===== config.mk =====
export PLATFORM = sky130hd
export DESIGN_NAME = gcd_sqrt_cell
export DESIGN_NICKNAME = d
export VERILOG_FILES = /design/src/gcd_sqrt_cell.sv
export SDC_FILE = /design/constraint.sdc
export NUM_CORES = 1
export LEC_CHECK = 0
export BUFFER_PORTS_ARGS = -buffer_cell sky130_fd_sc_hd__buf_2
export CAP_MARGIN = 20
export CORE_ASPECT_RATIO = 0.6
export CORE_MARGIN = 5
export CORE_UTILIZATION = 48
export DETAILED_ROUTE_END_ITERATION = 8
export HOLD_SLACK_MARGIN = 0.08
export PLACE_DENSITY = 0.86
export SYNTH_ARGS = -nofsm -noshare
export SYNTH_HDL_FRONTEND = slang
export SYNTH_SLANG_ARGS = --single-unit

===== constraint.sdc =====
create_clock -name clk -period 2.8 [get_ports clk]
set_input_delay 0.28 -clock clk [delete_from_list [all_inputs] [get_ports clk]]
set_output_delay 0.28 -clock clk [all_outputs]
set_load 0.01 [all_outputs]

===== src/gcd_sqrt_cell.sv =====
module gcd_sqrt_cell #(
  parameter int IDX = 0,
  parameter int PW  = 1
) (
  input  logic          clk,
  input  logic          rst,
  input  logic          en,
  input  logic          vld_i,
  input  logic [60:0]   n_i,
  input  logic [60:0]   res_i,
  input  logic [PW-1:0] pay_i,
  output logic          vld_o,
  output logic [60:0]   n_o,
  output logic [60:0]   res_o,
  output logic [PW-1:0] pay_o
);

  localparam logic [60:0] BIT = 61'(1) << (60 - 2 * IDX);

  logic [61:0] sum;
  logic        ge;

  assign sum = {1'b0, res_i} + {1'b0, BIT};
  assign ge  = {1'b0, n_i} >= sum;

  always_ff @(posedge clk) begin
    if (rst) begin
      vld_o <= 1'b0;
    end else if (en) begin
      vld_o <= vld_i;
    end
  end

  always_ff @(posedge clk) begin
    if (en) begin
      n_o   <= ge ? n_i - sum[60:0] : n_i;
      res_o <= ge ? (res_i >> 1) + BIT : res_i >> 1;
      pay_o <= pay_i;
    end
  end

endmodule


Word-level counts from Yosys, hierarchy flattened

Index checks and enable logic that the tools add are counted.

Bits of input ports: 127
Logic and storage cells: 11
Output and inout port bits: 124
Register bits after elaboration: 124

Order comparisons: 1
Add/subtract/negate cells: 3
Mux-type cells: 2

Operators with widths:

| kind                   | number |
|---|---|
| $add 61x61->62 const B | 1 |
| $ge 61x62->1           | 1 |
| $add 60x61->61 const B | 1 |
| $mux 61                | 1 |
| $sub 61x61->61         | 1 |
| $mux 60                | 1 |

Depth between registers and ports, before layout

Gate-level depths: netlist of the first run.

Depth in word-level cells: 3
Mapped depth: 15

Worst setup path after synthesis of the first run

No wires, ideal clock.

Path type: input port to flip-flop
Start point: input n_i[0]
End point: register n_o[1] (data pin)
Path slack: -189 ps
Stages on the path: 13
Data required time: 2538 ps
Buffers on the path: 1
Setup time: 262 ps
Data arrival time: 2727 ps
Path through: inv_1 > ha_1 > inv_1 > fa_1 > a21o_1 > a221oi_1 > a211o_1 > a211oi_2 > o21bai_4 > a211oi_4 > nor2_2 > buf_6 > mux2_1

Longest elaborated chain between the ends: 2
Elaborated cells on any way between the ends: 3

Ends and longest elaborated chain:

| element                                        | RTL line | RTL |
|---|---|---|
| from (decl)                                    | 9        | `input logic [60:0] n_i,` |
| $sub 61x61->61 or $ge 61x62->1 (tied branches) | 36, 24   |  |
| $mux 61 (*)                                    | 36       | `n_o <= ge ? n_i - sum[60:0] : n_i;` |
| to (signal assigned)                           | 36       |  |
| to (decl)                                      | 13       | `output logic [60:0] n_o,` |

Mark *: on every way between the ends. The rest lies on a longest branch, timed or not.
A chain may end at the register's enable or synchronous reset.

Worst setup path in the final report of the first run

Same ends and word-level chain as after synthesis.

==> flow_summary.ini, run 1 <==
[run_status]
result_of_the_run = complete, but fails checks
violations_in_the_final_reports = negative setup slack

[logic_synthesis]
synth_warnings = 0
synth.ff_latch_count = 124
synth_sequential_area_ratio = 0.448
synthesis.nets = 1057
synth_edf_count = 123
avgSynthCellArea_sq_um = 9.55
netlist_top_cells_area = edfxtp_1, ha_1, o21ai_0, nand2_1, a21oi_1
synthCells = 867
synthDominantCellAreaShare = 0.446
ys_async_sr_fraction = 0
synth_top_flop_cell = edfxtp_1
post_synth_instance_area_sq_um = 8280
synthDominantAreaCellType = edfxtp_1
synth.lib_cells_used.distinct = 67

[final_layout]
drive_above_1_share = 0.415
layout.filler_cells = 1168
multiInputGateArea_sq_um = 4460
antenna_cells_inserted = 0
finalNetCount = 1584
most_used_cells_in_the_layout_excluding_fill_and_tap_cells = buf_2, buf_4, edfxtp_1
layout.cells.most_common = buf_2
area.growth.synth_to_final_pct = 58.7
seq_area_sq_um = 3710

[die]
die_x_um = 180
io_pins = 251
die_height_um = 112
floorplan.initialDensity = 0.486
rows = 37
floorplan.die_area_sq_um = 20100
coreArea_sq_um = 17000

[sta]
setup_viol_count_final = 5
max_freq_mhz = 349
hold_ws_ns = 0.0845
slew_headroom = 0.679
timing.final.crit_share = 1.02
report.final.hold_viol_count = 0
setup_tns_ns = -0.178
worst_pin_slew_ns = 0.477
layout_min_cycle_time_ns = 2.86
final_max_slew_viol_count = 0
final.setup.worst_slack_ns = -0.0640
rsz0062_at_grt = yes
worst_clock_skew_ns = 0

[worst_setup_path]
worst-setup-path-type = in2reg
crit_path_max_fanout = 6
critPathSlowestCell = fa_2
worst_setup_path_end_kind = register
worst-path-buf-inv = 6
crit_chain = buf_8, inv_4, ha_4, inv_4, fa_2, a21o_1, a221oi_4, a211o_1, a211oi_4, o21bai_4, buf_6, a211oi_4, nor2_4, buf_12, buf_8, mux2_4
cp_data_arrival_time_ns = 3.04
cpPeakStageDelay_ns = 0.38
worstSetupStartpointType = input pin
internal_reg_to_reg_setup_slack_ns = 2.21
critPathRequiredTime_ns = 2.98
critPathTopFamily = compound AO/OA/AOI/OAI gates

[pwr]
ir_drop_v = 0.000347
power_leakage_nw = 6.15
p_per_area_nw_per_um2 = 517

[routing]
via_per_inst = 5.46
drt_wl_total_mm = 30.2
dr_total_vias = 8962
first_pass_iters = 6
detail-route-antenna-nets = 0
drt_first_iter_violations = 817
post_drt_wl_per_cell_um = 18.4
remaining_drc_errors = 0

[clock_tree]
cts-buffers-inserted = 17
clkSlewWorstSetupHoldPaths_ns = 0.06
h-tree-depth = 4
cts_buffer_depth = 2
cts_root_buf = clkbuf_16
clock_sink_count = 124
cts_tree = built
clk-insertion-delay-late_ns = 0.42

[global_routing]
grt_pass1_vias = 8749
grt_max_degree = 50
grt_pass1_wl_mm = 45.8
number_of_antenna_violations_at_the_first_check_in_global_routing = 1
overflow = 0
groute.usage.overall = 0.282

[placed_design]
port_buffers = 250
detailedPlacementHpwl_mm = 22.1
gp_routability_congestion = 0.940

[run]
drv_cap = 0

[worst_hold_path]
worstHoldPathType = in2reg
==> cell families (layout without fill, tap and decap cells) <==
logic type,count (synthesis),in the layout,share of synthesized area
buffers and inverters,117,657,0.0556
multiplexers,6,6,0.00786
XOR/XNOR,54,54,0.0571
AO/OA/AOI/OAI,280,280,0.209
AND/OR/NAND/NOR,223,223,0.126
flip-flops,124,124,0.448
adder cells (fa/ha/maj),63,63,0.0961
==> per-layer routing <==
layer	global-route usage	vias to the layer above	share of wire
met1	0.396	4219	0.44
met5	0	-	0.00043
li1	-	4215	-
met4	0.0771	2	0.018
met2	0.421	474	0.44
met3	0.0917	52	0.10
==> per-stage QoR <==
step                utilization  worst slack, ns  cells  instance area [sq um]  power, W
finish                    0.772          -0.0640   1641                  13100   0.00680
global route              0.772           -0.126   1641                  13100   0.00710
CTS                       0.750           0.0100   1629                  12800   0.00667
detailed placement        0.681           -0.952   1545                  11600   0.00427
global placement          0.681           -0.852   1545                  11600   0.00422
floorplan                     -          -0.0951    867                   8450   0.00331
==> cell type report <==
class / count / share of cell area
clock inverters: 15 / 0.0143
multi-input cells: 626 / 0.339
inverters: 83 / 0.0256
well taps: 234 / 0.0223
clock buffers: 17 / 0.0324
repair buffers: 542 / 0.284
flip-flops and latches: 124 / 0.283
==> worst paths after layout <==
path | start | endpoint | cells past startpoint
worst max-delay path | n_i[0] | n_o[1] | 16
worst min register to register | vld_o | vld_o | 2
worst min-delay path | res_i[60] | res_o[59] | 1
worst max register to register | vld_o | vld_o | 2
==> state kept, by name, summed over array words and instances (netlist names) <==
name and cells:
pay_o 1, vld_o 1, res_o 61, n_o 61
==> power by group <==
part	total (W)	switching, W	internal [W]
Clock	0.00234	0.000923	0.00142
Combinational	0.00215	0.00113	0.00103
Sequential	0.00231	0.0000490	0.00226
Total	0.00680	0.00210	0.00470
==> cell usage after synthesis, types with 3 or more instances <==
| cell | count |
|---|---|
| edfxtp_1 | 123 |
| ha_1 | 62 |
| or3_1 | 5 |
| buf_2 | 11 |
| a221o_1 | 3 |
| o21bai_1 | 11 |
| a211oi_1 | 9 |
| and3_1 | 7 |
| nand4_1 | 21 |
| xor2_1 | 21 |
| o21a_1 | 6 |
| mux2_2 | 3 |
| and4_1 | 3 |
| nand2_1 | 107 |
| nor4_1 | 3 |
| a21boi_0 | 4 |
| o31ai_1 | 5 |
| nor3_1 | 8 |
| nand3_1 | 6 |
| a21o_1 | 20 |
| xnor2_1 | 33 |
| inv_1 | 83 |
| clkbuf_1 | 22 |
| nor2b_1 | 6 |
| and2_1 | 8 |
| o211ai_1 | 9 |
| o21ai_1 | 5 |
| a21oi_1 | 78 |
| a41oi_1 | 4 |
| or2_2 | 3 |
| a31oi_1 | 5 |
| o21ai_0 | 94 |
| nor2_1 | 35 |
==> timing repair <==
action / CTS / global route
gates cloned: 0 / 2
hold buffers: 52 / 1
gates resized for setup: 12 / 68
pin swaps: 2 / 22
endpoints found under the hold margin: 52 / 1
endpoints found under the setup margin: 8 / 60
setup buffers: 0 / 10
(Power assumes the default switching activity.)
==> run 2, diff against run 1 <==
--- a/config.mk
+++ b/config.mk
@@ -11,8 +11,10 @@
 export CORE_MARGIN = 5
 export CORE_UTILIZATION = 48
 export DETAILED_ROUTE_END_ITERATION = 8
-export HOLD_SLACK_MARGIN = 0.08
+export HOLD_SLACK_MARGIN = 0.06
 export PLACE_DENSITY = 0.86
+export REMOVE_ABC_BUFFERS = 1
+export SKIP_CTS_REPAIR_TIMING = 1
 export SYNTH_ARGS = -nofsm -noshare
 export SYNTH_HDL_FRONTEND = slang
 export SYNTH_SLANG_ARGS = --single-unit
==> run 2 against run 1 <==
Against the previous run: the flow still finishes with violations (negative setup slack); via count is 2.1% higher; clock-buffer cell count rose by 6; setup slack worse by 0.0065 ns; flip-flop and latch count is the same; first-iteration DRC count is 19% higher; total power is 1.4% lower; non-clock buffer count is 20 lower; sequential power barely moved; clock skew unchanged; routed wire length rose by 5.5%; core utilization is 0.40 points lower; cell count down 1.2%; critical endpoint unchanged; largest power group is now registers.
==> flow_summary.ini, run 2 (synthesized netlist as in run 1, its figures left out) <==
[global_routing]
grt_pass1_vias = 8362
overflow = 0
grtUsageMet2 = 0.399
globalRouteMet3Util = 0.102
groute.usage.overall = 0.268
grt_max_degree = 67
grt_pass1_wl_mm = 43.6
grt_busiest_layer = met2
grtUsageMet1 = 0.376
number_of_antenna_violations_at_the_first_check_in_global_routing = 1

[routing]
post_drt_wl_per_cell_um = 19.6
remaining_drc_errors = 0
detail-route-antenna-nets = 0
first_pass_iters = 6
dr_total_vias = 9151
drt_first_iter_violations = 974
via_per_inst = 5.65
drt_wl_total_mm = 31.8

[die]
floorplan.die_area_sq_um = 20100
coreArea_sq_um = 17000
rows = 37
die_x_um = 180
io_pins = 251
floorplan.initialDensity = 0.486
die_height_um = 112

[sta]
timing.final.crit_share = 1.03
hold_ws_ns = 0.0669
setup_tns_ns = -0.215
final_max_slew_viol_count = 0
worst_clock_skew_ns = 0
setup_viol_count_final = 12
report.final.hold_viol_count = 0
slew_headroom = 0.648
rsz0062_at_grt = yes
max_freq_mhz = 348
worst_pin_slew_ns = 0.526
final.setup.worst_slack_ns = -0.0705
layout_min_cycle_time_ns = 2.87

[clock_tree]
cts_buffer_depth = 2
h-tree-depth = 4
clock_sink_count = 124
clk-insertion-delay-late_ns = 0.42
cts_root_buf = clkbuf_16
cts_tree = built
clkSlewWorstSetupHoldPaths_ns = 0.06
cts-buffers-inserted = 17

[final_layout]
area.growth.synth_to_final_pct = 57.9
most_used_cells_in_the_layout_excluding_fill_and_tap_cells = buf_2, buf_4, edfxtp_1
finish.instance_area_sq_um = 13100
instances_no_fill = 1621
largestRegisters = n_o: 61 flops, res_o: 61 flops
antenna_cells_inserted = 0
drive_above_1_share = 0.418
finalNetCount = 1564
layout.filler_cells = 1187
layout.cells.most_common = buf_2

[pwr]
power_leakage_nw = 6.08
p_sw_frac = 0.302
internal_power_w = 0.00468
power_share_of_the_combinational_group = 0.326
p_per_area_nw_per_um2 = 513
power.switching_w = 0.00202
power.sequential.fraction = 0.345
power.clock.fraction = 0.329
ir_drop_v = 0.000355

[placed_design]
place_ws_ns = -1.05
detailedPlacementHpwl_mm = 22.7
dpl-instance-area_sq_um = 11300
placed_cells = 1532
gp_routability_congestion = 0.989
port_buffers = 250

[worst_setup_path]
worst-setup-path-type = in2reg
worstSetupStartpointType = input pin
critPathLaunch = res_i[13]
cpPeakStageDelay_ns = 0.37
worst_setup_path_end_kind = register
critPathSlowestCell = a311o_1
critical_path.reg2reg.startpoint = vld_o
r2r-end = vld_o
crit_path_max_fanout = 6
worst-r2r-cell-count = 2
cp_data_arrival_time_ns = 3.05
critical_path.endpoint = n_o[1]
critPathRequiredTime_ns = 2.98
crit_chain = buf_2, inv_1, ha_1, buf_4, a21o_1, a311o_1, a21oi_1, a211oi_4, o21bai_4, buf_6, a211oi_4, nor2_4, buf_12, buf_12, mux2_4
internal_reg_to_reg_setup_slack_ns = 2.19

[run_status]
violations_in_the_final_reports = negative setup slack
result_of_the_run = complete, but fails checks

[worst_hold_path]
worstHoldPathType = in2reg

[run]
drv_cap = 0
## run 2: changes by cell type in the layout (fill, tap and decap cells not counted), moves of 6 or more
| cell | delta |
|---|---|
| dlygate4sd3_1 | -9 |
| inv_6 | -6 |
| buf_4 | -18 |
| nand2_1 | -9 |
| o21ai_0 | -9 |
| clkbuf_1 | +6 |
## run 2: worst min-delay path by stage
stage / start / endpoint / slack, ns / cells past startpoint
finish: res_i[51] / res_o[50] / 0.07 / 1
global route: res_i[32] / res_o[31] / 0.06 / 1
CTS: rst / vld_o / 0.005 / 2
detailed placement: rst / vld_o / 0.44 / 2
global placement: rst / vld_o / 0.44 / 2
floorplan: rst / vld_o / 0.35 / 1
## run 2: critical path: cells and delay by family
| family | cells | cell delay, ns |
|---|---|---|
| buf+inv | 6 | 0.72 |
| simple gates | 1 | 0.17 |
| mux | 1 | 0.30 |
| compound gates | 6 | 1.27 |
| fa+ha+maj | 1 | 0.29 |
## run 2: routing by layer
layer	vias to the layer above	part of all wire
li1	4177	-
met1	4309	0.42
met2	581	0.45
met3	82	0.11
met4	2	0.022
met5	-	0.00041
## run 2: power groups by stage
stage	logic [W]	clock network (W)	registers, W
2_1_floorplan	0.000817	0	0.00245
3_3_place_gp	0.00183	0	0.00234
3_5_place_dp	0.00188	0	0.00235
4_1_cts	0.00190	0.00220	0.00231
5_1_grt	0.00234	0.00231	0.00233
6_report	0.00219	0.00220	0.00231
## run 2: per-stage QoR
step | power, W | utilization
6_report | 0.00671 | 0.768
3_3_place_gp | 0.00418 | 0.666
2_1_floorplan | 0.00326 | -
4_1_cts | 0.00641 | 0.699
5_1_grt | 0.00698 | 0.768
3_5_place_dp | 0.00423 | 0.666
## run 2: area by class of cell
| type | instances | area [sq um] | area share |
|---|---|---|---|
| inverters | 83 | 322 | 0.0246 |
| clock buffers | 23 | 448 | 0.0343 |
| clock inverters | 9 | 120 | 0.00918 |
| well taps | 234 | 293 | 0.0224 |
| repair buffers | 522 | 3640 | 0.278 |
| multi-input cells | 626 | 4540 | 0.347 |
| flip-flops and latches | 124 | 3710 | 0.284 |
==> run 3, diff against run 2 <==
--- a/config.mk
+++ b/config.mk
@@ -8,8 +8,9 @@
 export BUFFER_PORTS_ARGS = -buffer_cell sky130_fd_sc_hd__buf_2
 export CAP_MARGIN = 20
 export CORE_ASPECT_RATIO = 0.6
-export CORE_MARGIN = 5
+export CORE_MARGIN = 2
 export CORE_UTILIZATION = 48
+export CTS_CLUSTER_DIAMETER = 120
 export DETAILED_ROUTE_END_ITERATION = 8
 export HOLD_SLACK_MARGIN = 0.06
 export PLACE_DENSITY = 0.86
==> run 3 against run 2 <==
Against the previous run: flip-flop and latch count unchanged; cell count decreased by 0.12%; clock skew unchanged; the flow now finishes without violations; non-clock buffer count decreased by 2; worst hold slack improved by 0.0068 ns; largest power group is now clock; maximum frequency increased by 3.5%.
==> flow_summary.ini, run 3 (synthesized netlist as in run 1, its figures left out) <==
[placed_design]
port_buffers = 250
detailedPlacementHpwl_mm = 21.1
placed_cells = 1527
gp_routability_congestion = 0.983
place_ws_ns = -0.777

[pwr]
power_leakage_nw = 6.05
power.clock.fraction = 0.350
power_share_of_the_combinational_group = 0.312
p_sw_frac = 0.299
internal_power_w = 0.00480
power.sequential.fraction = 0.338
power.total_w = 0.00684
ir_drop_v = 0.000351
power.switching_w = 0.00204
p_per_area_nw_per_um2 = 525

[worst_hold_path]
worstHoldPathType = in2reg

[clock_tree]
cts_buffer_depth = 2
clock_sink_count = 124
clkSlewWorstSetupHoldPaths_ns = 0.06
h-tree-depth = 4
cts_root_buf = clkbuf_16
cts-buffers-inserted = 17
cts_tree = built
clk-insertion-delay-late_ns = 0.42

[global_routing]
grt_pass1_wl_mm = 41.4
grt_max_degree = 125
grt_pass1_vias = 8072
overflow = 0
number_of_antenna_violations_at_the_first_check_in_global_routing = 0
groute.usage.overall = 0.286

[die]
coreArea_sq_um = 17000
die_height_um = 106
floorplan.initialDensity = 0.487
rows = 37
io_pins = 251
die_x_um = 174
floorplan.die_area_sq_um = 18400

[routing]
post_drt_wl_per_cell_um = 18.0
first_pass_iters = 5
remaining_drc_errors = 0
detail-route-antenna-nets = 0
via_per_inst = 5.52
dr_total_vias = 8932
drt_wl_total_mm = 29.1
drt_first_iter_violations = 790

[sta]
timing.final.crit_share = 0.991
max_freq_mhz = 360
final.setup.worst_slack_ns = 0.0253
slew_headroom = 0.487
final_max_slew_viol_count = 0
worst_clock_skew_ns = 0
rsz0062_at_grt = yes
layout_min_cycle_time_ns = 2.77
setup_tns_ns = 0
setup_viol_count_final = 0
report.final.hold_viol_count = 0
worst_pin_slew_ns = 0.769

[final_layout]
drive_above_1_share = 0.414
multiInputGateArea_sq_um = 4470
seq_area_sq_um = 3710
largestRegisters = n_o: 61 flops, res_o: 61 flops
area.growth.synth_to_final_pct = 57.2
layout.cells.most_common = buf_2
antenna_cells_inserted = 0
finalNetCount = 1562
layout.filler_cells = 1158
instances_no_fill = 1619
finalCoreUtilization = 0.766
most_used_cells_in_the_layout_excluding_fill_and_tap_cells = buf_2, buf_4, edfxtp_1

[worst_setup_path]
worst_setup_path_end_kind = register
cp_data_arrival_time_ns = 2.93
worst-setup-path-type = in2reg
crit_path_max_fanout = 13
critPathRequiredTime_ns = 2.96
worstSetupStartpointType = input pin

[run]
drv_cap = 0

[run_status]
result_of_the_run = completed
## run 3: cell types whose count changed in the layout (fill, tap and decap cells not counted), sizes merged
cell and delta:
buf -6, bufinv +1, clkbuf -6, clkinv -2, clkinvlp +3, dlygate4sd3 +6, inv +2
## run 3: worst paths after layout
check | start | end | slack [ns] | cells after the start
setup / recovery | n_i[0] | n_o[12] | 0.03 | 17
hold / removal | res_i[21] | res_o[20] | 0.07 | 1
hold reg to reg | vld_o | vld_o | 0.52 | 2
setup reg to reg | vld_o | vld_o | 2.21 | 2
## run 3: area by class of cell
cell class | count | share of cell area
well taps | 234 | 0.0225
repair buffers | 520 | 0.277
inverters | 83 | 0.0239
clock buffers | 19 | 0.0340
multi-input cells | 626 | 0.343
flip-flops and latches | 124 | 0.285
clock inverters | 13 | 0.0146
## run 3: routing by layer
layer / GRT usage / vias up / share of wire
met2: 0.427 / 475 / 0.45
met5: 0 / - / 0
met4: 0.0521 / 0 / 0.011
met3: 0.0776 / 33 / 0.093
li1: - / 4181 / -
met1: 0.418 / 4243 / 0.45
## run 3: through the flow
step                cell area [sq um]  hold WS [ns]
floorplan                        8130         0.352
global placement                11300         0.437
detailed placement              11300         0.447
CTS                             12000       0.00295
global route                    13000        0.0596
finish                          13000        0.0737
## run 3: critical path, stage by stage
cell      delay, ns
buf_2          0.09
inv_1          0.04
ha_2           0.18
inv_2          0.06
fa_2           0.20
a21o_1         0.21
a221oi_4       0.10
a211o_4        0.38
a211oi_4       0.33
o21bai_4       0.10
buf_6          0.12
a211oi_4       0.26
nor2_4         0.09
buf_12         0.16
buf_12         0.15
nand2_1        0.08
o21ai_0        0.10
## run 3: power groups by stage
stage	Clock, W	Combinational, W	Sequential, W
final	0.00239	0.00214	0.00231
after global routing	0.00248	0.00229	0.00232
after CTS	0.00239	0.00189	0.00231
after detailed placement	0	0.00188	0.00234
after global placement	0	0.00184	0.00234
after floorplan	0	0.000817	0.00245
